===== config.mk =====
export PLATFORM = sky130hd
export DESIGN_NAME = i2c_master_transfer_sequencer
export DESIGN_NICKNAME = d
export VERILOG_FILES = /design/src/design/i2cm_pkg.sv /design/src/design/i2cm_ctrl.sv /design/src/design/i2cm_dpath.sv /design/src/design/i2c_master_transfer_sequencer.sv
export SDC_FILE = /design/constraint.sdc
export NUM_CORES = 1
export LEC_CHECK = 0
export CORE_MARGIN = 2
export CORE_UTILIZATION = 58
export CTS_BUF_LIST = sky130_fd_sc_hd__clkbuf_4 sky130_fd_sc_hd__clkbuf_8
export CTS_CLUSTER_DIAMETER = 150
export DETAILED_ROUTE_END_ITERATION = 7
export DONT_BUFFER_PORTS = 1
export PLACE_DENSITY = 0.74
export SLEW_MARGIN = 25
export SYNTH_ARGS = -nofsm -noshare
export SYNTH_HDL_FRONTEND = slang
export SYNTH_SLANG_ARGS = --single-unit

===== constraint.sdc =====
create_clock -name clk -period 3.65 [get_ports clk]
set_input_delay 0.365 -clock clk [delete_from_list [all_inputs] [get_ports clk]]
set_output_delay 0.365 -clock clk [all_outputs]
set_load 0.01 [all_outputs]

===== src/design/i2cm_pkg.sv =====
// ----------------------------------------------------------------------------
// I2C master transfer sequencer package
// Shared codes, state encoding and the controller command bundle.
// ----------------------------------------------------------------------------
package i2cm_pkg;

  localparam int DEFAULT_BUFFER_DEPTH = 16;

  typedef enum logic [1:0] {
    ACT_LOAD  = 2'd0,
    ACT_START = 2'd1,
    ACT_EVENT = 2'd2,
    ACT_READ  = 2'd3
  } action_t;

  localparam logic [3:0] EV_START       = 4'd0;
  localparam logic [3:0] EV_REPSTART    = 4'd1;
  localparam logic [3:0] EV_TXADDR_ACK  = 4'd2;
  localparam logic [3:0] EV_TXDATA_ACK  = 4'd3;
  localparam logic [3:0] EV_RXDATA_ACK  = 4'd4;
  localparam logic [3:0] EV_RXADDR_ACK  = 4'd5;
  localparam logic [3:0] EV_RXDATA_NACK = 4'd6;
  localparam logic [3:0] EV_ARB_LOST    = 4'd7;
  localparam logic [3:0] EV_LAST_ERROR  = 4'd12;
  localparam logic [3:0] NO_ERROR       = 4'd13;

  typedef enum logic [2:0] {
    ST_IDLE  = 3'b001,
    ST_EXEC  = 3'b010,
    ST_FETCH = 3'b100
  } seq_state_t;

  typedef struct packed {
    logic capture;
    logic exec;
    logic finish;
  } seq_cmd_t;

endpackage


===== src/design/i2cm_ctrl.sv =====
// ----------------------------------------------------------------------------
// I2C master transfer sequencer controller
// Steps each accepted transfer through capture, execute and fetch phases.
// ----------------------------------------------------------------------------
module i2cm_ctrl import i2cm_pkg::*; (
  input  logic     clk,
  input  logic     rst_n,
  input  logic     start,
  output logic     busy,
  output seq_cmd_t cmd
);

  seq_state_t state_r;
  seq_state_t state_nxt;

  always_comb begin
    state_nxt = state_r;
    unique case (state_r)
      ST_IDLE:  if (start) state_nxt = ST_EXEC;
      ST_EXEC:  state_nxt = ST_FETCH;
      ST_FETCH: state_nxt = ST_IDLE;
      default:  state_nxt = ST_IDLE;
    endcase
  end

  always_ff @(posedge clk) begin
    if (!rst_n) begin
      state_r <= ST_IDLE;
    end else begin
      state_r <= state_nxt;
    end
  end

  assign busy        = (state_r != ST_IDLE);
  assign cmd.capture = start && (state_r == ST_IDLE);
  assign cmd.exec    = (state_r == ST_EXEC);
  assign cmd.finish  = (state_r == ST_FETCH);

endmodule


===== src/design/i2cm_dpath.sv =====
// ----------------------------------------------------------------------------
// I2C master transfer sequencer datapath
// Holds the message store, byte pointer, size and status, and forms results.
// ----------------------------------------------------------------------------
module i2cm_dpath import i2cm_pkg::*; #(
  parameter int BUFFER_DEPTH = DEFAULT_BUFFER_DEPTH
) (
  input  logic       clk,
  input  logic       rst_n,
  input  seq_cmd_t   cmd,
  input  logic [1:0] in_action,
  input  logic [3:0] in_index,
  input  logic [7:0] in_data_byte,
  input  logic [4:0] in_msg_size,
  input  logic       in_set_size,
  input  logic [3:0] in_event_code,
  output logic       out_valid,
  output logic [7:0] out_send_byte,
  output logic       out_load_send,
  output logic       out_ack_enable,
  output logic       out_send_start,
  output logic       out_send_stop,
  output logic       out_continue_bus,
  output logic       out_busy_res,
  output logic       out_transfer_ok,
  output logic [3:0] out_error_code,
  output logic [7:0] out_read_byte
);

  localparam int AW = (BUFFER_DEPTH > 1) ? $clog2(BUFFER_DEPTH) : 1;
  localparam int PW = $clog2(BUFFER_DEPTH + 1);
  localparam int CW = (PW > 5) ? PW : 5;
  localparam logic [PW-1:0] DEPTH_P = PW'(BUFFER_DEPTH);
  localparam logic [CW-1:0] DEPTH_C = CW'(BUFFER_DEPTH);

  typedef struct packed {
    logic lsend;
    logic ack;
    logic sstart;
    logic sstop;
    logic cont;
    logic rsel;
  } res_flags_t;

  // Captured transfer.
  action_t       act_r;
  logic [3:0]    idx_r;
  logic [7:0]    data_r;
  logic [4:0]    msize_r;
  logic          setsz_r;
  logic [3:0]    ev_r;

  // Sequencer state.
  logic [PW-1:0] ptr_r, ptr_nxt;
  logic [PW-1:0] size_r, size_nxt;
  logic          ok_r, ok_nxt;
  logic          active_r, active_nxt;
  logic [3:0]    err_r, err_nxt;
  logic          rdbit_r, rdbit_nxt;

  res_flags_t    flags_r, flags_nxt;

  logic [7:0]    store_mem [BUFFER_DEPTH];
  logic [7:0]    rd_data_r;
  logic          wr_en, rd_en;
  logic [AW-1:0] wr_addr, rd_addr;

  logic [PW-1:0] evp;
  logic [PW-1:0] ptr_adv;
  logic [PW:0]   ack_sum;
  logic [CW-1:0] idx1;
  logic [CW-1:0] msz;

  logic          out_valid_r;
  logic [7:0]    out_send_byte_r;
  logic [7:0]    out_read_byte_r;
  res_flags_t    out_flags_r;
  logic          out_busy_r;
  logic          out_ok_r;
  logic [3:0]    out_err_r;

  always_ff @(posedge clk) begin
    if (cmd.capture) begin
      act_r   <= action_t'(in_action);
      idx_r   <= in_index;
      data_r  <= in_data_byte;
      msize_r <= in_msg_size;
      setsz_r <= in_set_size;
      ev_r    <= in_event_code;
    end
  end

  always_comb begin
    ptr_nxt    = ptr_r;
    size_nxt   = size_r;
    ok_nxt     = ok_r;
    active_nxt = active_r;
    err_nxt    = err_r;
    rdbit_nxt  = rdbit_r;
    flags_nxt  = '0;
    wr_en      = 1'b0;
    wr_addr    = '0;
    rd_en      = 1'b0;
    rd_addr    = '0;
    evp        = '0;
    ptr_adv    = ptr_r;
    ack_sum    = '0;
    idx1       = CW'(idx_r) + CW'(1);
    msz        = CW'(msize_r);
    if (cmd.exec) begin
      unique case (act_r)
        ACT_LOAD: begin
          if ((CW'(idx_r) < DEPTH_C) && ((idx_r == 4'd0) || !rdbit_r)) begin
            wr_en   = 1'b1;
            wr_addr = AW'(idx_r);
            if (idx_r == 4'd0) rdbit_nxt = data_r[0];
          end
        end
        ACT_START: begin
          if (setsz_r) size_nxt = (msz > DEPTH_C) ? DEPTH_P : PW'(msz);
          ok_nxt           = 1'b0;
          err_nxt          = NO_ERROR;
          active_nxt       = 1'b1;
          flags_nxt.sstart = 1'b1;
          flags_nxt.cont   = 1'b1;
        end
        ACT_EVENT: begin
          if (active_r) begin
            flags_nxt.cont = 1'b1;
            unique case (ev_r)
              EV_START, EV_REPSTART, EV_TXADDR_ACK, EV_TXDATA_ACK: begin
                evp = ((ev_r == EV_START) || (ev_r == EV_REPSTART)) ? '0 : ptr_r;
                ptr_nxt = evp;
                if (evp < size_r) begin
                  rd_en           = 1'b1;
                  rd_addr         = AW'(evp);
                  flags_nxt.lsend = 1'b1;
                  if (evp < DEPTH_P) ptr_nxt = evp + PW'(1);
                end else begin
                  ok_nxt          = 1'b1;
                  active_nxt      = 1'b0;
                  flags_nxt.sstop = 1'b1;
                end
              end
              EV_RXDATA_ACK: begin
                if (ptr_r < DEPTH_P) begin
                  wr_en   = 1'b1;
                  wr_addr = AW'(ptr_r);
                  ptr_adv = ptr_r + PW'(1);
                end
                ptr_nxt       = ptr_adv;
                ack_sum       = {1'b0, ptr_adv} + (PW+1)'(1);
                flags_nxt.ack = (ack_sum < {1'b0, size_r});
              end
              EV_RXADDR_ACK: begin
                ack_sum       = {1'b0, ptr_r} + (PW+1)'(1);
                flags_nxt.ack = (ack_sum < {1'b0, size_r});
              end
              EV_RXDATA_NACK: begin
                if (ptr_r < DEPTH_P) begin
                  wr_en   = 1'b1;
                  wr_addr = AW'(ptr_r);
                end
                ok_nxt          = 1'b1;
                active_nxt      = 1'b0;
                flags_nxt.sstop = 1'b1;
              end
              EV_ARB_LOST: begin
                flags_nxt.sstart = 1'b1;
              end
              default: begin
                err_nxt         = (ev_r > EV_LAST_ERROR) ? EV_LAST_ERROR : ev_r;
                active_nxt      = 1'b0;
                flags_nxt.sstop = 1'b1;
              end
            endcase
          end
        end
        ACT_READ: begin
          if (ok_r && (idx1 < DEPTH_C)) begin
            rd_en          = 1'b1;
            rd_addr        = AW'(idx1);
            flags_nxt.rsel = 1'b1;
          end
        end
        default: begin
          flags_nxt = '0;
        end
      endcase
    end
  end

  always_ff @(posedge clk) begin
    if (!rst_n) begin
      ptr_r    <= '0;
      size_r   <= '0;
      ok_r     <= 1'b0;
      active_r <= 1'b0;
      err_r    <= NO_ERROR;
      rdbit_r  <= 1'b0;
    end else begin
      ptr_r    <= ptr_nxt;
      size_r   <= size_nxt;
      ok_r     <= ok_nxt;
      active_r <= active_nxt;
      err_r    <= err_nxt;
      rdbit_r  <= rdbit_nxt;
    end
  end

  always_ff @(posedge clk) begin
    if (cmd.exec) flags_r <= flags_nxt;
  end

  always_ff @(posedge clk) begin
    if (wr_en) store_mem[wr_addr] <= data_r;
    if (rd_en) rd_data_r <= store_mem[rd_addr];
  end

  always_ff @(posedge clk) begin
    if (cmd.finish) begin
      out_send_byte_r <= flags_r.lsend ? rd_data_r : 8'h00;
      out_read_byte_r <= flags_r.rsel ? rd_data_r : 8'h00;
      out_flags_r     <= flags_r;
      out_busy_r      <= active_r;
      out_ok_r        <= ok_r;
      out_err_r       <= err_r;
    end
  end

  always_ff @(posedge clk) begin
    if (!rst_n) begin
      out_valid_r <= 1'b0;
    end else begin
      out_valid_r <= cmd.finish;
    end
  end

  assign out_valid        = out_valid_r;
  assign out_send_byte    = out_send_byte_r;
  assign out_load_send    = out_flags_r.lsend;
  assign out_ack_enable   = out_flags_r.ack;
  assign out_send_start   = out_flags_r.sstart;
  assign out_send_stop    = out_flags_r.sstop;
  assign out_continue_bus = out_flags_r.cont;
  assign out_busy_res     = out_busy_r;
  assign out_transfer_ok  = out_ok_r;
  assign out_error_code   = out_err_r;
  assign out_read_byte    = out_read_byte_r;

endmodule


===== src/design/i2c_master_transfer_sequencer.sv =====
// ----------------------------------------------------------------------------
// I2C master transfer sequencer
// Each transfer is accepted when start is high and busy is low. Its result
// appears on the out_ ports, marked by out_valid for one cycle, once the
// controller has stepped through its execute and fetch phases around the
// single-port message store, whose read data is registered before it reaches
// the result register. Busy is high through those phases, so a new transfer
// is not taken while one is in flight. A new transfer may be accepted in the
// cycle its predecessor's result is shown.
// ----------------------------------------------------------------------------
module i2c_master_transfer_sequencer import i2cm_pkg::*; #(
  parameter int BUFFER_DEPTH = DEFAULT_BUFFER_DEPTH
) (
  input  logic       clk,
  input  logic       rst_n,
  input  logic       start,
  output logic       busy,
  input  logic [1:0] in_action,
  input  logic [3:0] in_index,
  input  logic [7:0] in_data_byte,
  input  logic [4:0] in_msg_size,
  input  logic       in_set_size,
  input  logic [3:0] in_event_code,
  output logic       out_valid,
  output logic [7:0] out_send_byte,
  output logic       out_load_send,
  output logic       out_ack_enable,
  output logic       out_send_start,
  output logic       out_send_stop,
  output logic       out_continue_bus,
  output logic       out_busy_res,
  output logic       out_transfer_ok,
  output logic [3:0] out_error_code,
  output logic [7:0] out_read_byte
);

  seq_cmd_t cmd;

  i2cm_ctrl u_ctrl (
    .clk   (clk),
    .rst_n (rst_n),
    .start (start),
    .busy  (busy),
    .cmd   (cmd)
  );

  i2cm_dpath #(
    .BUFFER_DEPTH (BUFFER_DEPTH)
  ) u_dpath (
    .clk              (clk),
    .rst_n            (rst_n),
    .cmd              (cmd),
    .in_action        (in_action),
    .in_index         (in_index),
    .in_data_byte     (in_data_byte),
    .in_msg_size      (in_msg_size),
    .in_set_size      (in_set_size),
    .in_event_code    (in_event_code),
    .out_valid        (out_valid),
    .out_send_byte    (out_send_byte),
    .out_load_send    (out_load_send),
    .out_ack_enable   (out_ack_enable),
    .out_send_start   (out_send_start),
    .out_send_stop    (out_send_stop),
    .out_continue_bus (out_continue_bus),
    .out_busy_res     (out_busy_res),
    .out_transfer_ok  (out_transfer_ok),
    .out_error_code   (out_error_code),
    .out_read_byte    (out_read_byte)
  );

endmodule


# Word level (Yosys, flattened, before mapping)
# Memory sizes are Yosys's and may differ from the RTL's. A register that Yosys moved wholly into a read port is not among the register bits.
# Index checks and enable logic that the tools add are counted.
[word_totals]
out_inout_bits = 29
ram_bits = 128
register_bits = 78
in_bits = 27
wordCells = 140
memories = 1
[mem_list]
columns = ["memory", "words", "width", "rd", "rd_clocked_by_memory_dff", "write_ports", "line", "rtl"]
rows = [
  ["u_dpath.store_mem", 16, 8, 1, 1, 1, "i2cm_dpath.sv:63", "logic [7:0] store_mem [BUFFER_DEPTH];"],
]
[classes]
magnitude_cmp = 8
n_mux = 56
reduce_logical = 21
eq_ne = 19
addsub = 5
[ops]
columns = ["operator", "count"]
rows = [
  ["two-way mux 4 bit", 13],
  ["two-way mux 5 bit", 9],
  ["case mux 4 bit (2 select lines)", 3],
  ["case mux 1 bit (2 select lines)", 10],
  ["two-way mux 1 bit", 17],
  ["equality test 4 x 3 -> 1 bit, second input constant", 4],
  ["< comparator 5 bit, second input constant", 3],
  ["adder 5 x 1 -> 6 bit, second input constant", 2],
  ["< comparator 6 x 5 -> 1 bit", 2],
  ["AND reduction 4 bit", 3],
  ["adder 5 x 1 -> 5 bit, second input constant", 2],
  ["case mux 5 bit (2 select lines)", 1],
  ["equality test 4 x 2 -> 1 bit, second input constant", 2],
  ["zero test 4 bit", 2],
  ["OR reduction 8 bit", 1],
  ["two-way mux 3 bit", 2],
  ["inequality test 3 bit, second input constant", 2],
  ["case mux 3 bit (2 select lines)", 1],
  ["adder 4 x 1 -> 5 bit, second input constant", 1],
  ["greater-than comparator 5 bit, second input constant", 1],
  ["< comparator 5 bit", 1],
  ["AND reduction 5 bit", 1],
  ["equality test 2 bit, second input constant", 2],
  ["equality test 4 x 1 -> 1 bit, second input constant", 1],
  ["18 further kinds", 23],
]

# Depth between registers and ports, before layout
# Gate-level depths: netlist of run 1.
[depth]
depth_word = 9
mapped_depth = 14
ltp_nobuf = 11

# By module
# From an unflattened synthesis of run 1, not the netlist that was laid out.
[hier_totals]
hier_cells = 750
area_unflattened_um2 = 9623.0
[by_module_without_submodules]
columns = ["module", "cells_per_inst", "instances", "area_per_inst_um2", "seq_area_each_um2"]
rows = [
  ["i2cm_dpath", 735, 1, 9475.3, 6155.9],
  ["i2cm_ctrl", 15, 1, 147.6, 60.1],
]

# Least setup slack after synthesis of run 1
# OpenSTA, ideal clock, no wires.
[synth_path]
kind = "reg-to-reg"
startpoint = "register u_dpath.ev_r[2]"
endpoint = "register u_dpath.rd_data_r[6] (read register of u_dpath.store_mem) (data pin)"
setup_ns = 0.272
path_stages_with_launch = 14
path_slack_ns = 0.528
path_buffers = 3
required_ns = 3.378
t_arrival_ns = 2.850
period_less_slack_ns = 3.122
path_cell_list = "edfxtp_1 buf_6 nor3_4 nor2_1 ha_1 nor4b_4 and3_4 a21o_1 buf_6 nand2_4 buf_6 a211oi_2 a211oi_1 or4_1"
[synth_between]
elab_chain_len = 9
word_cells_on_any_way = 18
cone_classes = "order compare (1); eq/ne (3); mux (11); reduce/logical (3)"
[synth_lines]
columns = ["element", "line", "rtl"]
rows = [
  ["start, declared", "i2cm_dpath.sv:51", "logic [3:0] ev_r;"],
  ["start signal, assigned", "i2cm_dpath.sv:89", "ev_r <= in_event_code;"],
  ["equality test 4 x 1 -> 1 bit / zero test 4 bit (equally long branches)", "i2cm_dpath.sv:130, i2cm_dpath.sv:132", ""],
  ["logical OR 1 bit", "i2cm_dpath.sv:132", "evp = ((ev_r == EV_START) || (ev_r == EV_REPSTART)) ? '0 : ptr_r;"],
  ["two-way mux 5 bit", "i2cm_dpath.sv:132", ""],
  ["< comparator 5 bit", "i2cm_dpath.sv:134", "if (evp < size_r) begin"],
  ["two-way mux 4 bit / two-way mux 1 bit (equally long branches)", "i2cm_dpath.sv:134", ""],
  ["two-way mux 4 bit / two-way mux 1 bit (equally long branches)", "i2cm_dpath.sv:130", "unique case (ev_r)"],
  ["two-way mux 4 bit / two-way mux 1 bit (equally long branches)", "i2cm_dpath.sv:128", "if (active_r) begin"],
  ["case mux 4 bit (2 select lines) / case mux 1 bit (2 select lines) (equally long branches)", "i2cm_dpath.sv:111", "unique case (act_r)"],
  ["two-way mux 4 bit / two-way mux 1 bit (equally long branches)", "i2cm_dpath.sv:110", "if (cmd.exec) begin"],
  ["end, declared", "i2cm_dpath.sv:64", "logic [7:0] rd_data_r;"],
]
# Parallel ways exist; a longest one is shown, timed or not.
# A chain may end at the register's enable or synchronous reset.

# Worst setup path in the final report of run 1
[layout_path]
startpoint = "register u_dpath.act_r[0]"
endpoint = "register u_dpath.rd_data_r[6] (read register of u_dpath.store_mem) (data pin)"
[layout_between]
elab_chain_len = 3
word_cells_on_any_way = 6
cone_classes = "eq/ne (2); mux (4)"
[layout_lines]
columns = ["element", "line", "rtl"]
rows = [
  ["start, declared", "i2cm_dpath.sv:46", "action_t act_r;"],
  ["start signal, assigned", "i2cm_dpath.sv:84", "act_r <= action_t'(in_action);"],
  ["equality test 2 bit", "i2cm_dpath.sv:111", ""],
  ["case mux 4 bit (2 select lines) / case mux 1 bit (2 select lines) (equally long branches)", "i2cm_dpath.sv:111", ""],
  ["two-way mux 4 bit / two-way mux 1 bit (equally long branches)", "i2cm_dpath.sv:110", ""],
]
# Parallel ways exist; a longest one is shown, timed or not.

==> metrics, run 1 <==
TritonCTS clock tree=built; Worst EP arrival=3.70 ns; Setup CP Type=reg -> reg; setup violators final=0; final hold viol count=0; GRT Total Usage=about 25%; largest net degree at the start of global routing=46; crit path time final=3.45 ns; Max FO, Critical Path=23; Finished Cell Area=0.0106 mm²; Netlist cell types=69; Pins Over Slew Limit=0; Port Buffers=0; status=complete, no violations; Clk Latency, worst-skew pair=between 0.5 and 0.6 ns; via count=~6000; Yosys warning count=0; Placed Cells=917; Routed Antenna Nets=0; Min-Delay Path Class=in -> reg; Vias per Instance=6.08; hold worst-path end=u_dpath.ev_r[0]; Main synth FF type=edfxtp_1; die area=0.0171 mm²; drt wl/cell=between 20 and 25 µm; VDD IR max=0.000368 V; layout cell share with drive strength beyond 1=15.5%; syn_area_per_cell=13.3 µm²; Clock Tree Root=clkbuf_8; DRT Pass-1 Iters=5; Detail Placement HPWL=14.0 mm; highest clock rate=about 290 MHz; Non-Filler Instances=998; initial antenna violation count=0; IO Pins=56; first-pass GRT wire length=32.4 mm; R2R Path Start=u_dpath.act_r[0]; Post CTS Setup Buffer Count=0; vias in the first global route=5734; leakage power=3.56 nW; final estimated routing congestion in global placement=0.931; sequential area share after synthesis=about two thirds; unrepaired setup endpoints after global routing=no; Storage cell area=0.00622 mm²; die width=131 µm; CP endpoint kind=flip-flop; TNS Setup=0 ns; worst r2r dst=u_dpath.rd_data_r[6]; Mapped Cells=700; hold_ws=0.251 ns; syn nets=748; Max Buffers Root-to-Sink=3; clock-pin slew of the registers on the worst-case setup and hold paths=~0.06 ns; DRC=0; core footprint=0.0158 mm²; Clock Skews=approximately 0.022 ns; maxcap violations=0; area post-placement=0.00970 mm²; flop2flop setup slack=0.20 ns; power per cell area=451 mW/mm²; ys async rst share=0%; Iter 0 DRT Violations=roughly 620; crit start category=flip-flop; Post-synth EDFFs=193; Hold Crit Depth=2; post-synthesis sequential element count=214; Area Overhead vs Synth=14.0%; Antenna Cells=0; Starting Density=59.0%; Max-Slew Margin vs Limit=45.6%; final wirelength=between 20 and 25 mm; Worst-Margin Slew=0.814 ns; synthesized cell area=0.00931 mm²; Final period util=94.6%; CTS HTree Levels=2; Row Count=46; # fillers=1151; die height=131 µm; worst reg2reg path depth=10; clk sinks=214; Overflow after GRT=0; total power=approximately 4.8 mW; Worst EP required=slightly below 4 ns; final net count=~800; CTS Buf Count=35; Hold Crit Start=start; Multi-input gate area=0.00286 mm²
[logic make-up (layout without fill, tap and decap cells)]
kind of cell    Yosys count  count (layout)  share of synthesized area, %
simple gates            220             220                          12.4
flops                   214             214                          66.8
compound gates          160             160                          11.7
buf+inv                  53             135                          2.77
mux                      22              22                          2.53
fa+ha+maj                21              21                          2.82
xor+xnor                 10              10                         0.941
[metrics by stage]
step           util (%)  worst slack (ns)
2_1_floorplan         -             0.528
3_3_place_gp       61.5             0.307
3_5_place_dp       61.5             0.177
4_1_cts            67.2             0.145
5_1_grt            67.3            0.0768
6_report           67.3             0.197
[flip-flops by register name (all words and copies together), names as in the netlist, 4 cells and up]
name                    count
u_dpath.out_send_byte       8
u_dpath.err_r               4
u_dpath.rd_data_r           8
u_dpath.out_read_byte       8
u_dpath.data_r              8
u_dpath.size_r              5
u_dpath.ptr_r               5
u_dpath.ev_r                4
u_dpath.flags_r             6
u_dpath.msize_r             5
u_dpath.idx_r               4
u_dpath.store_mem         128
u_dpath.out_error_code      4
[synth_stat cells (3+ instances only)]
cell type / instances / share of area, %
o21a_1: 6 / 0.48
o31ai_1: 3 / 0.24
a21oi_1: 32 / 1.7
nand3b_1: 3 / 0.24
mux2i_1: 10 / 1.1
mux2_2: 12 / 1.5
a211o_1: 6 / 0.56
nor2b_1: 13 / 0.87
o211ai_1: 15 / 1.2
dfxtp_1: 21 / 4.5
clkbuf_1: 14 / 0.56
a211oi_1: 10 / 0.81
edfxtp_1: 193 / 62
nand2_1: 33 / 1.3
and3_1: 10 / 0.67
nor3_1: 27 / 1.5
nand3_1: 16 / 0.86
nand4_1: 7 / 0.47
ha_1: 21 / 2.8
buf_6: 4 / 0.48
a21o_1: 5 / 0.40
xor2_1: 6 / 0.56
nor2_1: 62 / 2.5
a31oi_1: 7 / 0.47
o221a_2: 4 / 0.48
buf_2: 11 / 0.59
or3_1: 6 / 0.40
xnor2_1: 4 / 0.38
inv_1: 18 / 0.73
buf_4: 4 / 0.32
nor3b_1: 6 / 0.48
a311oi_1: 5 / 0.47
o21ai_0: 34 / 1.8
a22o_1: 3 / 0.28
and2_1: 23 / 1.5
[where the power goes]
group / internal [mW] / switching, mW
combinational: 0.0501 / 0.0660
sequential: 2.70 / 0.0443
clock: 1.05 / 0.875
total: 3.80 / 0.985
[layout make-up]
class	instances	share of cell area, %
clock inverter	11	0.778
clock buffer	43	5.16
timing repair buffer	63	5.33
sequential	214	58.6
tap	216	2.55
multi-input combinational	433	27.0
inverter	18	0.637
[worst max-delay path by stage]
stage                           startpoint  slack (ns)  cells after the start                    to
after CTS                  u_dpath.ev_r[1]        0.15                     11  u_dpath.rd_data_r[6]
after detailed placement   u_dpath.ev_r[1]        0.18                     11  u_dpath.rd_data_r[6]
after floorplan            u_dpath.ev_r[2]        0.53                     13  u_dpath.rd_data_r[6]
final                     u_dpath.act_r[0]        0.20                     10  u_dpath.rd_data_r[6]
after global routing       u_dpath.ev_r[1]        0.08                     11  u_dpath.rd_data_r[6]
after global placement     u_dpath.ev_r[1]        0.31                     11  u_dpath.rd_data_r[6]
[critical path, stage by stage, from the launching register on]
cell	delay (ns)
edfxtp_1	0.42
inv_1	0.11
ha_1	0.28
nand2_1	0.26
nor4b_4	0.39
and3_4	0.28
a21o_1	0.23
nand2_4	0.22
a211oi_1	0.36
a2111oi_0	0.11
or4_1	0.52
[what timing repair did]
| action | in CTS | in global routing |
|---|---|---|
| hold buffers | 26 | 1 |
| endpoints found under the setup margin | 0 | 1 |
| endpoints found under the hold margin | 42 | 1 |
| gates resized for setup | 0 | 2 |
[layer usage]
layer | part of all wire, % | global-route usage (%) | up-vias
li1 | - | - | 2796
met1 | 45 | 38.6 | 2953
met2 | 45 | 37.0 | 294
met3 | 8.8 | 6.07 | 25
met4 | 1.3 | 6.57 | 0
met5 | 0 | 0 | -
[cells in the final DEF (no fill, tap or decap), types with 6 or more instances in the layout]
master and n:
nand3_1 16, ha_1 21, and2_1 23, buf_4 34, nor2_1 60, clkbuf_4 7
dfxtp_1 21, nor3_1 27, nor2b_1 13, or3_1 6, xor2_1 6, clkbuf_8 36
inv_1 18, nand2_1 33, a211oi_1 10, o211ai_1 15, and3_1 10, a211o_1 6
o21a_1 6, mux2i_1 10, mux2_2 12, dlygate4sd3_1 27, a21oi_1 32, o21ai_0 34
a31oi_1 7, nand4_1 7, edfxtp_1 193
No activity file was read; power rests on OpenSTA's default activity.
==> run 2, diff against run 1 <==
--- a/config.mk
+++ b/config.mk
@@ -11,7 +11,7 @@
 export CTS_CLUSTER_DIAMETER = 150
 export DETAILED_ROUTE_END_ITERATION = 7
 export DONT_BUFFER_PORTS = 1
-export PLACE_DENSITY = 0.74
+export PLACE_DENSITY = 0.72
 export SLEW_MARGIN = 25
 export SYNTH_ARGS = -nofsm -noshare
 export SYNTH_HDL_FRONTEND = slang
==> run 2 against run 1 <==
Against the previous run: routed wire length rose by 0.45%; core utilization rose by 0.28 points; register-to-register slack improved by 0.05 ns; clock skew rose by 0.017 ns; die area did not move; worst setup slack improved by 0.048 ns; final cell count rose by 0.80%; sequential share of layout area fell by 0.24 points; non-clock buffer count rose by 3; maximum frequency rose by 1.4%; highest routed layer unchanged; sequential power barely moved; flip-flop and latch count did not move.
==> metrics, run 2 (synthesis gave the netlist of run 1 again) <==
vias in the first global route=5911 (was 5734); setup violators final=0 (unchanged); Clock Power Share=40.7% (was 40.2%); final hold viol count=0 (unchanged); DRT Pass-1 Iters=5 (unchanged); leakage power=3.60 nW (was 3.56 nW); clock-pin slew of the registers on the worst-case setup and hold paths=0.06 ns (about the same); status=complete, no violations (unchanged); Port Buffers=0 (unchanged); highest clock rate=294 MHz (was 290 MHz); VDD IR max=0.000419 V (was 0.000368 V); via count=6065 (was 6068); Clk Latency, worst-skew pair=0.53 ns (about the same); Setup CP Type=reg -> reg (unchanged); largest reg by FF count=u_dpath.store_mem (unchanged); Area Overhead vs Synth=14.4% (was 14.0%); maxcap violations=0 (unchanged); largest net degree at the start of global routing=46 (unchanged); largest stage delay on the critical path=0.42 ns (was 0.52 ns); crit-path cells=nor3_4 > buf_4 > nor2b_1 > ha_1 > o21a_1 > o211ai_2 > a21oi_4 > buf_4 > buf_4 > nor3_1 > o21ai_0 > o211ai_1 > a311oi_1 (was inv_1 > ha_1 > nand2_1 > nor4b_4 > and3_4 > a21o_1 > nand2_4 > a211oi_1 > a2111oi_0 > or4_1); most common cell after layout, fill and taps aside=edfxtp_1 (unchanged); crit path time final=3.40 ns (was 3.45 ns); Iter 0 DRT Violations=605 (was 624); unrepaired setup endpoints after global routing=no (unchanged); Reg power frac=57.0% (was 57.3%); final estimated routing congestion in global placement=0.986 (was 0.931); Pins Over Slew Limit=0 (unchanged); CP endpoint kind=flip-flop (unchanged); total power=4.81 mW (was 4.78 mW); TNS Setup=0 ns (unchanged); Max-Slew Margin vs Limit=51.4% (was 45.6%); power per cell area=451 mW/mm² (about the same); DRC=0 (unchanged); Clock Tree Root=clkbuf_8 (unchanged); CTS Buf Count=34 (was 35); GRT Total Usage=25.3% (about the same); internal power=3.83 mW (was 3.80 mW); IO Pins=56 (unchanged); Antenna Cells=0 (unchanged); die width=131 µm (unchanged); Routed Antenna Nets=0 (unchanged); Row Count=46 (unchanged); first-pass GRT wire length=32.3 mm (was 32.4 mm); Overflow after GRT=0 (unchanged); # fillers=1157 (was 1151); final net count=815 (was 813); Crit path top cell by count=buf_4; number of flip-flops in the largest register=128 (unchanged); clk sinks=214 (unchanged); slowest library cell on the worst path=edfxtp_1 (was or4_1); layout cell share with drive strength beyond 1=16.7% (was 15.5%); Vias per Instance=6.03 (was 6.08); final wirelength=20.7 mm (was 20.6 mm); Worst EP required=3.93 ns (was 3.89 ns); Worst-Margin Slew=0.730 ns (was 0.814 ns); Min-Delay Path Class=in -> reg (unchanged); die area=0.0171 mm² (unchanged); combinational share of power=2.4% (about the same); Worst EP arrival=3.69 ns (was 3.70 ns); core footprint=0.0158 mm² (unchanged); switching power=0.979 mW (was 0.985 mW); Final period util=93.3% (was 94.6%); Net Sw Frac=20.4% (was 20.6%); crit start category=flip-flop (unchanged); most frequent cells in the layout=edfxtp_1 (193), nor2_1 (61), buf_4 (39) (was edfxtp_1 (193), nor2_1 (60), clkbuf_8 (36)); Max FO, Critical Path=12 (was 23); TritonCTS clock tree=built (unchanged); Detail Placement HPWL=13.9 mm (was 14.0 mm); Starting Density=59.0% (unchanged); drt wl/cell=20.6 µm (about the same); Max Buffers Root-to-Sink=3 (unchanged); CTS HTree Levels=2 (unchanged); die height=131 µm (unchanged); Clock Skews=0.0386 ns (was 0.0218 ns); initial antenna violation count=0 (unchanged)
run 2: final cells by class:
type | instances | area (µm²) | area share (%)
well taps | 216 | 270 | 2.54
multi-input cells | 433 | 2870 | 26.9
clock buffers | 52 | 622 | 5.84
clock inverters | 7 | 36.3 | 0.341
repair buffers | 66 | 574 | 5.39
inverters | 18 | 67.6 | 0.634
flip-flops and latches | 214 | 6220 | 58.3
run 2: what timing repair did:
item | 4_1_cts | 5_1_grt
buffers inserted | 0 | 1
hold endpoints to repair | 43 | 0
hold buffers | 25 | 0
gates resized for setup | 0 | 3
setup endpoints to repair | 0 | 4
run 2: worst max-delay path, delay by kind of cell, from the launching register on:
kind                     cells  cell delay (ns)
AND/OR/NAND/NOR              3             0.34
adder cells (fa/ha/maj)      1             0.29
buffers and inverters        3             0.62
flip-flops                   1             0.42
AO/OA/AOI/OAI                6             1.46
run 2: path summary, 6_finish.rpt:
path / startpoint / endpoint / slack, ns / cells past startpoint
setup / recovery: u_dpath.ev_r[1] / u_dpath.rd_data_r[1] / 0.25 / 13
hold / removal: rst_n / u_dpath.active_r / 0.02 / 1
setup reg to reg: u_dpath.ev_r[1] / u_dpath.rd_data_r[1] / 0.25 / 13
hold reg to reg: u_dpath.flags_r[2] / u_dpath.out_send_stop / 0.42 / 0
run 2: power groups by stage:
stage	clock (mW)	combinational (mW)	sequential (mW)
final	1.96	0.113	2.74
after global routing	2.10	0.123	2.75
after CTS	1.99	0.108	2.74
after detailed placement	0	0.0841	2.79
after global placement	0	0.0828	2.79
after floorplan	0	0.0642	2.77
run 2: per-layer routing:
layer | global-route usage [%] | vias to the layer above | wire length, µm | part of all wire, %
li1 | - | 2806 | - | -
met1 | 36.6 | 2914 | 8950 | 43
met2 | 38.4 | 303 | 9330 | 45
met3 | 6.51 | 42 | 2010 | 9.7
met4 | 6.82 | 0 | 390 | 1.9
met5 | 0 | - | 0 | 0
run 2: through the flow:
step / utilization [%] / area [µm²] / hold WS, ns / worst slack [ns] / cells
6_report: 67.6 / 10700 / 0.0198 / 0.245 / 1006
5_1_grt: 67.6 / 10700 / 0.000712 / 0.0452 / 1006
4_1_cts: 67.4 / 10600 / 0.00175 / 0.104 / 1005
3_5_place_dp: 61.6 / 9720 / 0.406 / 0.147 / 921
3_3_place_gp: 61.6 / 9720 / 0.401 / 0.283 / 921
2_1_floorplan: - / 9310 / 0.399 / 0.528 / 700
